**src/sv/assert_macros.svh**
```systemverilog
// Assertion macros used by the top-level RTL file.
`ifndef ASSERT_MACROS_SVH
`define ASSERT_MACROS_SVH

// Check a property on every clock edge, off during reset.
`define RPB_ASSERT(label, clk, rst_n, prop) \
  label: assert property (@(posedge clk) disable iff (!rst_n) (prop)) \
    else $error("assertion failed");

// Check an implication on every clock edge, off during reset.
`define RPB_ASSERT_IMP(label, clk, rst_n, ante, cons) \
  label: assert property (@(posedge clk) disable iff (!rst_n) (ante) |-> (cons)) \
    else $error("assertion failed");

`endif

```
**src/sv/rpb_pkg.sv**
```systemverilog
// Shared constants and types of the probe pair blender.
`timescale 1ns / 1ps
package rpb_pkg;

  localparam int MAX_PROBES = 16;
  localparam int SLOT_W     = $clog2(MAX_PROBES);
  localparam int CNT_W      = 5;
  localparam int W_W        = 17;
  localparam int DIV_N_W    = 48;
  localparam int DIV_D_W    = 31;
  localparam logic [W_W-1:0] ONE_Q16 = 17'h10000;

  // One table entry as written by a load request.
  typedef struct packed {
    logic signed [31:0] cx;
    logic signed [31:0] cy;
    logic signed [31:0] cz;
    logic [30:0]        hx;
    logic [30:0]        hy;
    logic [30:0]        hz;
    logic [30:0]        fade;
    logic signed [15:0] rank;
  } probe_t;

  // What the cell holding the walk token shows to the walker.
  typedef struct packed {
    logic signed [33:0] min_edge;
    logic [30:0]        fade;
    logic signed [15:0] rank;
  } cell_sel_t;

endpackage

```
**src/sv/rpb_div.sv**
```systemverilog
// Restoring divider, one quotient bit per cycle, 17-bit quotient.
`timescale 1ns / 1ps
module rpb_div (
  input  logic                       clk_i,
  input  logic                       rst_ni,
  input  logic                       start_i,
  input  logic [rpb_pkg::DIV_N_W-1:0] num_i,
  input  logic [rpb_pkg::DIV_D_W-1:0] den_i,
  output logic                       done_o,
  output logic [rpb_pkg::W_W-1:0]    quot_o
);

  logic                        busy_q;
  logic [4:0]                  cnt_q;
  logic [31:0]                 rem_q;
  logic [rpb_pkg::W_W-1:0]     low_q;
  logic [rpb_pkg::W_W-1:0]     quot_q;
  logic [rpb_pkg::DIV_D_W-1:0] den_q;
  logic [31:0]                 trial;
  logic                        fits;

  assign trial = {rem_q[30:0], low_q[rpb_pkg::W_W-1]};
  assign fits  = trial >= {1'b0, den_q};

  always_ff @(posedge clk_i or negedge rst_ni) begin
    if (!rst_ni) begin
      busy_q <= 1'b0;
      cnt_q  <= '0;
    end else if (start_i) begin
      busy_q <= 1'b1;
      cnt_q  <= 5'(rpb_pkg::W_W);
    end else if (busy_q) begin
      if (cnt_q == 5'd0) busy_q <= 1'b0;
      else cnt_q <= cnt_q - 5'd1;
    end
  end

  always_ff @(posedge clk_i) begin
    if (start_i) begin
      rem_q  <= {1'b0, num_i[rpb_pkg::DIV_N_W-1:rpb_pkg::W_W]};
      low_q  <= num_i[rpb_pkg::W_W-1:0];
      den_q  <= den_i;
      quot_q <= '0;
    end else if (busy_q && cnt_q != 5'd0) begin
      rem_q  <= fits ? trial - {1'b0, den_q} : trial;
      low_q  <= {low_q[rpb_pkg::W_W-2:0], 1'b0};
      quot_q <= {quot_q[rpb_pkg::W_W-2:0], fits};
    end
  end

  assign done_o = busy_q && cnt_q == 5'd0;
  assign quot_o = quot_q;

endmodule

```
**config.mk**
```make
export PLATFORM = sky130hd
export DESIGN_NAME = rpb_div
export DESIGN_NICKNAME = d
export VERILOG_FILES = /design/src/sv/assert_macros.svh /design/src/sv/rpb_pkg.sv /design/src/sv/rpb_div.sv
export SDC_FILE = /design/constraint.sdc
export NUM_CORES = 1
export LEC_CHECK = 0
export BUFFER_PORTS_ARGS = -buffer_cell sky130_fd_sc_hd__buf_4
export CAP_MARGIN = 20
export CELL_PAD_IN_SITES_DETAIL_PLACEMENT = 0
export CELL_PAD_IN_SITES_GLOBAL_PLACEMENT = 1
export CORE_MARGIN = 2
export CORE_UTILIZATION = 48
export CTS_CLUSTER_DIAMETER = 100
export DETAILED_ROUTE_END_ITERATION = 16
export HOLD_SLACK_MARGIN = 0.08
export PLACE_DENSITY = 0.89
export SLEW_MARGIN = 20
export SYNTH_ARGS = -nofsm -noshare
export SYNTH_HDL_FRONTEND = slang
export SYNTH_SLANG_ARGS = --single-unit
```
**constraint.sdc**
```tcl
create_clock -name clk_i -period 4.8 [get_ports clk_i]
set_input_delay 0.48 -clock clk_i [delete_from_list [all_inputs] [get_ports clk_i]]
set_output_delay 0.48 -clock clk_i [all_outputs]
set_load 0.02 [all_outputs]
```
* Word-level counts from Yosys, hierarchy flattened *
Index checks and enable logic that the tools add are counted.

storage, ports and cells
  bits in registers = 102
  input port bits = 82
  output and inout port bits = 18
  logic and storage cells = 28

cells by class
  add/subtract/negate cells = 2
  $lt $le $gt $ge = 1
  equal/unequal tests = 1
  mux-type cells = 11
  reduce and logical (&&, ||, !) cells = 7

operators with widths
  operator               count
  $mux W31               3
  $mux W17               2
  $ge A32 B31 Y1         1
  $sub A31 B31 Y31       1
  $mux W5                3
  $logic_not A5 Y1       1
  $reduce_bool A5 Y1     1
  $sub A5 B1 Y5 const B  1
  $reduce_bool A2 Y1     2
  $mux W1                3
  $logic_and A1 B1 Y1    2
  $ne A2 B2 Y1 const B   1
  $reduce_and A2 Y1      1

* Logic depth before layout (Yosys ltp) *
Gate-level depths: netlist of the first run.

  depth in word-level cells = 4
  gate-level depth with buffers = 13
  mapped depth without buffers = 11

* Least setup slack after synthesis of the first run *
No wires, ideal clock.

  path kind = in2reg
  from = input port start_i
  to = register low_q[0] in the netlist's numbering (enable)
  setup time = 414 ps
  data arrival time = 2528 ps
  data required time = 4386 ps
  path slack = 1858 ps
  stages on the path = 4
  path buffers = 3
  path through = clkbuf_1 > clkbuf_1 > clkbuf_1 > nand2b_1

between the ends
  cells in the longest elaborated chain, start to end = 1

RTL lines
  what                                 RTL line       source
  start: declaration                   rpb_div.sv:6   input logic start_i,
  $reduce_bool A2 Y1 (no source line)  -
  end signal: assignment               rpb_div.sv:41  low_q <= num_i[rpb_pkg::W_W-1:0];
  end signal: assignment               rpb_div.sv:46  low_q <= {low_q[rpb_pkg::W_W-2:0], 1'b0};
  end: declaration                     rpb_div.sv:16  logic [rpb_pkg::W_W-1:0] low_q;

No other way between the ends.
A chain may end at the register's enable or synchronous reset.

* Worst setup path after layout of the first run *
  from = register low_q[16] in the netlist's numbering
  to = register rem_q[4], data pin

between the ends
  cells in the longest elaborated chain, start to end = 4
  elaborated cells on any way between the ends = 5
  those cells by class = 1 x add/sub; 1 x order compare; 3 x mux

RTL lines
  what                                                       RTL line                      source
  $sub A31 B31 Y31 / $ge A32 B31 Y1 (equally long branches)  rpb_div.sv:45, rpb_div.sv:23
  $mux W31 (*)                                               rpb_div.sv:45                 rem_q <= fits ? trial - {1'b0, den_q} : trial;
  $mux W31 (*)                                               rpb_div.sv:44                 end else if (busy_q && cnt_q != 5'd0) begin
  $mux W31 (*)                                               rpb_div.sv:39                 if (start_i) begin
  end signal: assignment                                     rpb_div.sv:40                 rem_q <= {1'b0, num_i[rpb_pkg::DIV_N_W-1:rpb_pkg::W_W]};
  end signal: assignment                                     rpb_div.sv:45
  end: declaration                                           rpb_div.sv:15                 logic [31:0] rem_q;

Mark *: on every way between the ends. The rest lies on a longest branch, timed or not. The select of a mux whose other input is x is not followed.

==> results of run 1 <==
==> power by group through the flow <==
stage	combinational, W	sequential, W	clock [W]
floorplan	0.00178	0.00137	0
CTS	0.00220	0.00138	0.000739
global route	0.00244	0.00140	0.000768
detailed placement	0.00219	0.00139	0
finish	0.00220	0.00137	0.000720
global placement	0.00213	0.00138	0
==> cells in the mapped netlist, types with 3 or more instances <==
master    instances
nor4_1            9
a21o_1           13
nor2b_1          13
mux2_4            3
mux2_2           21
clkbuf_1         16
o21ai_1          14
nor3_1           13
xor2_1            9
a211oi_1          6
a31oi_1           7
xnor2_1          14
dfrtp_1           6
o211ai_1          7
mux2i_1          17
or3_1             3
inv_1            42
nand2_1          66
nor4b_1           9
o21bai_1          3
nand2b_1          8
o21ai_0          19
buf_2             3
ha_1             33
o21a_1            8
edfxtp_1         79
nor2_1           22
dfxtp_1          17
and2_1            3
a21oi_1          50
nand4_1           4
nand3_1           8
==> through the flow <==
step | instance area (µm²) | power [W] | hold WS, ns | instances
after floorplan | 6040 | 0.00315 | 0.184 | 585
after global placement | 6880 | 0.00351 | 0.289 | 830
after detailed placement | 6880 | 0.00358 | 0.293 | 830
after CTS | 7180 | 0.00432 | 0.282 | 847
after global routing | 7180 | 0.00461 | 0.277 | 847
final | 7180 | 0.00429 | 0.290 | 847
==> per-layer routing <==
layer | routed length, µm | share of wire, % | vias up | GRT usage, %
met5 | 0 | 0 | - | 0
met4 | 213 | 1.7 | 0 | 6.98
met3 | 770 | 6.0 | 14 | 5.24
met2 | 6120 | 47 | 118 | 32.7
met1 | 5790 | 45 | 2120 | 25.7
li1 | - | - | 2310 | -
==> worst max-delay path: stages, from the launching register on <==
cell and delay [ns]:
edfxtp_1 0.35, inv_1 0.07, ha_1 0.23, fa_1 0.41, nor2b_1 0.19, o21bai_1 0.10, a21oi_1 0.31, nor3_2 0.10
o2111ai_2 0.28, and2_4 0.51, mux2_4 0.34, mux2_2 0.26
==> logic make-up after synthesis <==
kind of cell	after synthesis	synth area share (%)
and+or+nand+nor	169	14.1
AOI/OAI and AO/OA	149	15.7
DFF	102	47.4
buffers and inverters	67	4.85
muxes	41	7.48
adders and majority gates	34	7.17
xor gates and xnor gates	23	3.34
==> worst paths after layout <==
| check | from | endpoint |
|---|---|---|
| worst max-delay path | low_q[16] | rem_q[4] |
| worst min-delay path | den_i[22] | den_q[22] |
| worst max register to register | low_q[16] | rem_q[4] |
| worst min register to register | quot_o[16] | quot_o[16] |
| max in group asynchronous | rst_ni | cnt_q[3] |
| min in group asynchronous | rst_ni | busy_q |
==> cell type report <==
class	count	area share (%)
multi-input cells	416	40.2
flip-flops and latches	102	39.9
repair buffers	103	10.8
clock buffers	9	3.14
well taps	168	2.93
inverters	42	2.20
clock inverters	7	0.837
==> flip-flops by register name, indices dropped and copies added (netlist names) <==
name	flops
den_q	31
rem_q	31
busy_q	1
low_q	17
cnt_q	5
quot_o	17
==> what timing repair did <==
action,in CTS,in global routing
setup buffers,0,0
endpoints found under the hold margin,6,0
hold buffers,1,0
==> flow_metrics.tcl, run 1 <==
set metrics [dict create \
    setup_violations 0 \
    swShare_pct 39.8 \
    worstPathRequired_ns 4.91 \
    grt_max_degree 89 \
    grt.overflow.total 0 \
    clockBufferDepth 2 \
    area_growth_pct 18.9 \
    regArea_um2 2860 \
    final_cell_mix "102 x buf_4, 79 x edfxtp_1, 66 x nand2_1" \
    pwr-share-comb_pct 51.2 \
    routed_via_density 5.39 \
    synth_top_area_share_pct 39.3 \
    yosysWarnings 0 \
    fp.dieW_um 116 \
    antenna_found_initial 0 \
    setup_slack_ns 1.41 \
    drc 0 \
    finClkSkew_ns 0.0144 \
    path_clk_slew_ns 0.08 \
    cts.htree.levels 3 \
    syn-instance-count 585 \
    p_leak_nw 3.05 \
    fin_crit_sh_pct 70.6 \
    synth-seq-cells 102 \
    clkSinkCount 102 \
    reg2regPathDepth 11 \
    synth-seq-area-share_pct 47.4 \
    endpoint_kind "register" \
    reg2reg_slack_ns 1.41 \
    num_rows 40 \
    layout.nets 790 \
    drive_above_1_share_pct 22.7 \
    avgSynthCellArea_um2 10.3 \
    synthTopCellsByArea "edfxtp_1 39%, ha_1 6.8%, dfxtp_1 5.6%" \
    die_h_um 116 \
    min_path_cells 1 \
    synth_largest_area_cell "edfxtp_1" \
    internal_power_w 0.00258 \
    pin_count 100 \
    grtUsageTotal_pct 19.9 \
    die_area_um2 13500 \
    tns_ns 0 \
    async_flop_share_pct 5.88 \
    syn_nets 701 \
    vias 4562 \
    antenna_left 0 \
    slew_headroom_pct 39.8 \
    wirelength_mm 12.9 \
    postLayoutCoreUtil_pct 59.0 \
    drt_iter0_markers 300 \
    core_area_um2 12200 \
    nFillCells 1056 \
    min_path_type "in2reg" \
    clkPwrFrac_pct 16.8 \
    max-vdd-ir-drop_uv 300 \
    cts_root_buf "clkbuf_16" \
    grt_pass1_vias 4584 \
    grt_pass1_wl_mm 21.0 \
    hold_violations 0 \
    synthesis.area_um2 6040 \
    powerDensity_nw_per_um2 598 \
    path_max_fanout 28 \
    synth-main-ff-cell "edfxtp_1" \
    tritoncts "built" \
    p_sw_w 0.00171 \
    maxCapViolations 0 \
    antenna_cells 0 \
    rsz0062_at_grt "no" \
    place_ws_ns 1.47 \
    post_cts_resized 0 \
    timing.fmax_mhz 295 \
    dr.pass1.iters 5 \
    io_buffers 99 \
    hpwl_mm 9.16 \
    min_period_ns 3.39 \
    ys_types 60 \
    multiInputGateArea_um2 2880 \
    status "completed" \
    synth_edf_count 79 \
    drv_slew 0 \
    post_drt_wl_per_cell_um 15.2 \
    power_frac_seq_pct 32.0 \
    cp.arrival_ns 3.50 \
    layout_commonest_cell "buf_4" \
    clk_latency_ns 0.36 \
    crit_type "reg2reg" \
    finalWeightedCongestion 0.850 \
    worstMarginPinSlew_ns 0.903 \
    crit_path_start_kind "register" \
    cts_buffers 9 \
    floorplan.initialDensity_pct 49.6 \
]
Power figures use the tool's default switching activity.
==> inputs of run 2 (changes only) <==
--- a/config.mk
+++ b/config.mk
@@ -5,16 +5,17 @@
 export SDC_FILE = /design/constraint.sdc
 export NUM_CORES = 1
 export LEC_CHECK = 0
+export ABC_AREA = 1
 export BUFFER_PORTS_ARGS = -buffer_cell sky130_fd_sc_hd__buf_4
 export CAP_MARGIN = 20
 export CELL_PAD_IN_SITES_DETAIL_PLACEMENT = 0
 export CELL_PAD_IN_SITES_GLOBAL_PLACEMENT = 1
 export CORE_MARGIN = 2
-export CORE_UTILIZATION = 48
+export CORE_UTILIZATION = 42
 export CTS_CLUSTER_DIAMETER = 100
 export DETAILED_ROUTE_END_ITERATION = 16
 export HOLD_SLACK_MARGIN = 0.08
-export PLACE_DENSITY = 0.89
+export PLACE_DENSITY = 0.84
 export SLEW_MARGIN = 20
 export SYNTH_ARGS = -nofsm -noshare
 export SYNTH_HDL_FRONTEND = slang
==> constraint.sdc (replaced) <==
create_clock -name clk_i -period 3.4 [get_ports clk_i]
set_input_delay 0.34 -clock clk_i [delete_from_list [all_inputs] [get_ports clk_i]]
set_output_delay 0.34 -clock clk_i [all_outputs]
set_load 0.02 [all_outputs]
==> flow_metrics.tcl, run 2 <==
set metrics [dict create \
    grt_pass1_wl_mm 28.6 \
    hpwl_mm 13.0 \
    endpoint_kind "register" \
    max-vdd-ir-drop_uv 328 \
    worstMarginPinSlew_ns 0.832 \
    synth_top_area_share_pct 34.3 \
    grtUsageTotal_pct 20.3 \
    cpMostUsedCell "nand2_1" \
    synth_edf_count 79 \
    drc 0 \
    synth-main-ff-cell "edfxtp_1" \
    hp-start "den_i[28]" \
    slowest_stage "nand2_4" \
    drt_iter0_markers 302 \
    io_buffers 99 \
    area_growth_pct 17.8 \
    hold_violations 0 \
    clk_latency_ns 0.37 \
    max_stage_delay_ns 0.41 \
    clkSinkCount 102 \
    layout.nets 1170 \
    syn-instance-count 961 \
    worstPathRequired_ns 3.54 \
    tns_ns 0 \
    finalWeightedCongestion 0.918 \
    fin_crit_sh_pct 81.5 \
    cp.buffers_inverters 2 \
    floorplan.initialDensity_pct 43.2 \
    routed_via_density 4.70 \
    grt.overflow.total 0 \
    fin_cells 1275 \
    grt_max_degree 81 \
    antenna_cells 0 \
    rr_endpoint "rem_q[29]" \
    synth-seq-cells 102 \
    drive_above_1_share_pct 13.6 \
    cp_cell_sequence "inv_1 -> ha_1 -> fa_1 -> inv_1 -> nand2_1 -> nand2_1 -> nand3_1 -> nand2_2 -> nand2_2 -> nand3_2 -> nand2_4 -> nand2_4 -> nand3_1 -> nand2_1 -> nand2_1" \
    min_path_cells 1 \
    cp.arrival_ns 2.91 \
    core_area_um2 16000 \
    p_leak_nw 4.32 \
    status "completed" \
    die_h_um 132 \
    cts_buffers 9 \
    ys_types 36 \
    setup_violations 0 \
    drv_slew 0 \
    synthTopCellsByArea "edfxtp_1 34%, nand2_1 21%, inv_1 9.8%" \
    top_regs "den_q: 31 flops, rem_q: 31 flops" \
    crit_type "reg2reg" \
    synth-seq-area-share_pct 41.4 \
    post_drt_wl_per_cell_um 13.6 \
    yosysWarnings 0 \
    die_area_um2 17500 \
    dr.pass1.iters 5 \
    antenna_found_initial 0 \
    num_rows 46 \
    reg2regPathDepth 15 \
    dpl_cell_area_um2 7850 \
    cp_top_family "simple AND/OR/NAND/NOR gates" \
    postLayoutCoreUtil_pct 50.9 \
    path_clk_slew_ns 0.09 \
    layout_commonest_cell "nand2_1" \
    async_flop_share_pct 5.88 \
    clockBufferDepth 2 \
    vias 5990 \
    grt_pass1_vias 5844 \
    synth.most_common_cell "nand2_1" \
    cts.htree.levels 3 \
    nFillCells 1674 \
    avgSynthCellArea_um2 7.20 \
    path_max_fanout 32 \
    synthesis.area_um2 6920 \
    min_period_ns 2.77 \
    finClkSkew_ns 0.0150 \
    fin_area_um2 8150 \
    maxCapViolations 0 \
    tritoncts "built" \
    pin_count 100 \
    rsz0062_at_grt "no" \
    crit_path_start_kind "register" \
    r2r_start "low_q[16]" \
    placedCellCount 1258 \
    wirelength_mm 17.4 \
    syn_nets 1077 \
    hold_end "den_q[28]" \
    min_path_type "in2reg" \
    antenna_left 0 \
    final_cell_mix "384 x nand2_1, 180 x inv_1, 102 x buf_4" \
    reg2reg_slack_ns 0.63 \
    synth_common_cells "385 x nand2_1, 180 x inv_1, 79 x edfxtp_1, 71 x nand3_1, 41 x nor2_1" \
    powerDensity_nw_per_um2 801 \
    cts_root_buf "clkbuf_16" \
    slew_headroom_pct 44.5 \
    cts_setup_buffers 0 \
    timing.fmax_mhz 361 \
    synth_largest_area_cell "edfxtp_1" \
    fp.dieW_um 132 \
]
[run 2: worst register-to-register path, stage by stage, from the launching register on]
cell	delay, ns
edfxtp_1	0.33
inv_1	0.05
ha_1	0.21
fa_1	0.40
inv_1	0.10
nand2_1	0.05
nand2_1	0.07
nand3_1	0.08
nand2_2	0.12
nand2_2	0.07
nand3_2	0.08
nand2_4	0.26
nand2_4	0.42
nand3_1	0.15
nand2_1	0.09
nand2_1	0.04
[run 2: how the worst max path moves through the flow]
stage	cells past startpoint	endpoint	slack, ns	startpoint
detailed placement	15	rem_q[29]	0.62	low_q[16]
global route	15	rem_q[8]	0.41	low_q[16]
finish	15	rem_q[29]	0.63	low_q[16]
floorplan	6	low_q[0]	0.46	cnt_q[0]
global placement	15	rem_q[28]	0.71	low_q[16]
CTS	15	rem_q[27]	0.62	low_q[16]
[run 2: power by group]
part / switching, W / total [W] / internal, W
logic: 0.00230 / 0.00359 / 0.00129
registers: 0.000142 / 0.00188 / 0.00173
clock network: 0.000547 / 0.00106 / 0.000516
total: 0.00299 / 0.00653 / 0.00354
[run 2: area by class of cell]
cell class                      instances  area, µm²  share of cell area [%]
Multi-Input combinational cell        649       3220                    39.6
Tap cell                              216        270                    3.32
Timing Repair Buffer                  104        796                    9.77
Inverter                              188        706                    8.66
Sequential cell                       102       2860                    35.1
Clock buffer                            9        225                    2.76
Clock inverter                          7       66.3                   0.814
[run 2: timing repair]
| action | in CTS | in global routing |
|---|---|---|
| hold buffers | 1 | 0 |
| gates resized for setup | 0 | 0 |
| hold endpoints to repair | 6 | 0 |
[run 2: per-layer routing]
| layer | vias up | share of wire [%] | track usage [%] |
|---|---|---|---|
| li1 | 3173 | - | - |
| met1 | 2677 | 50 | 27.8 |
| met2 | 126 | 44 | 33.1 |
| met3 | 14 | 5.3 | 4.81 |
| met4 | 0 | 0.90 | 4.00 |
| met5 | - | 0 | 0 |
[run 2: kinds of logic after synthesis]
kind of cell	synth area share, %
adder cells (fa/ha/maj)	6.26
XOR/XNOR	1.77
AO/OA/AOI/OAI	3.56
flip-flops	41.4
buffers and inverters	12.1
AND/OR/NAND/NOR	35.0
[run 2: per-stage QoR]
step	worst slack [ns]	hold WS [ns]	power [W]
floorplan	0.463	0.0444	0.00462
global placement	0.709	0.155	0.00547
detailed placement	0.618	0.154	0.00547
CTS	0.620	0.133	0.00656
global route	0.412	0.130	0.00713
finish	0.629	0.141	0.00653
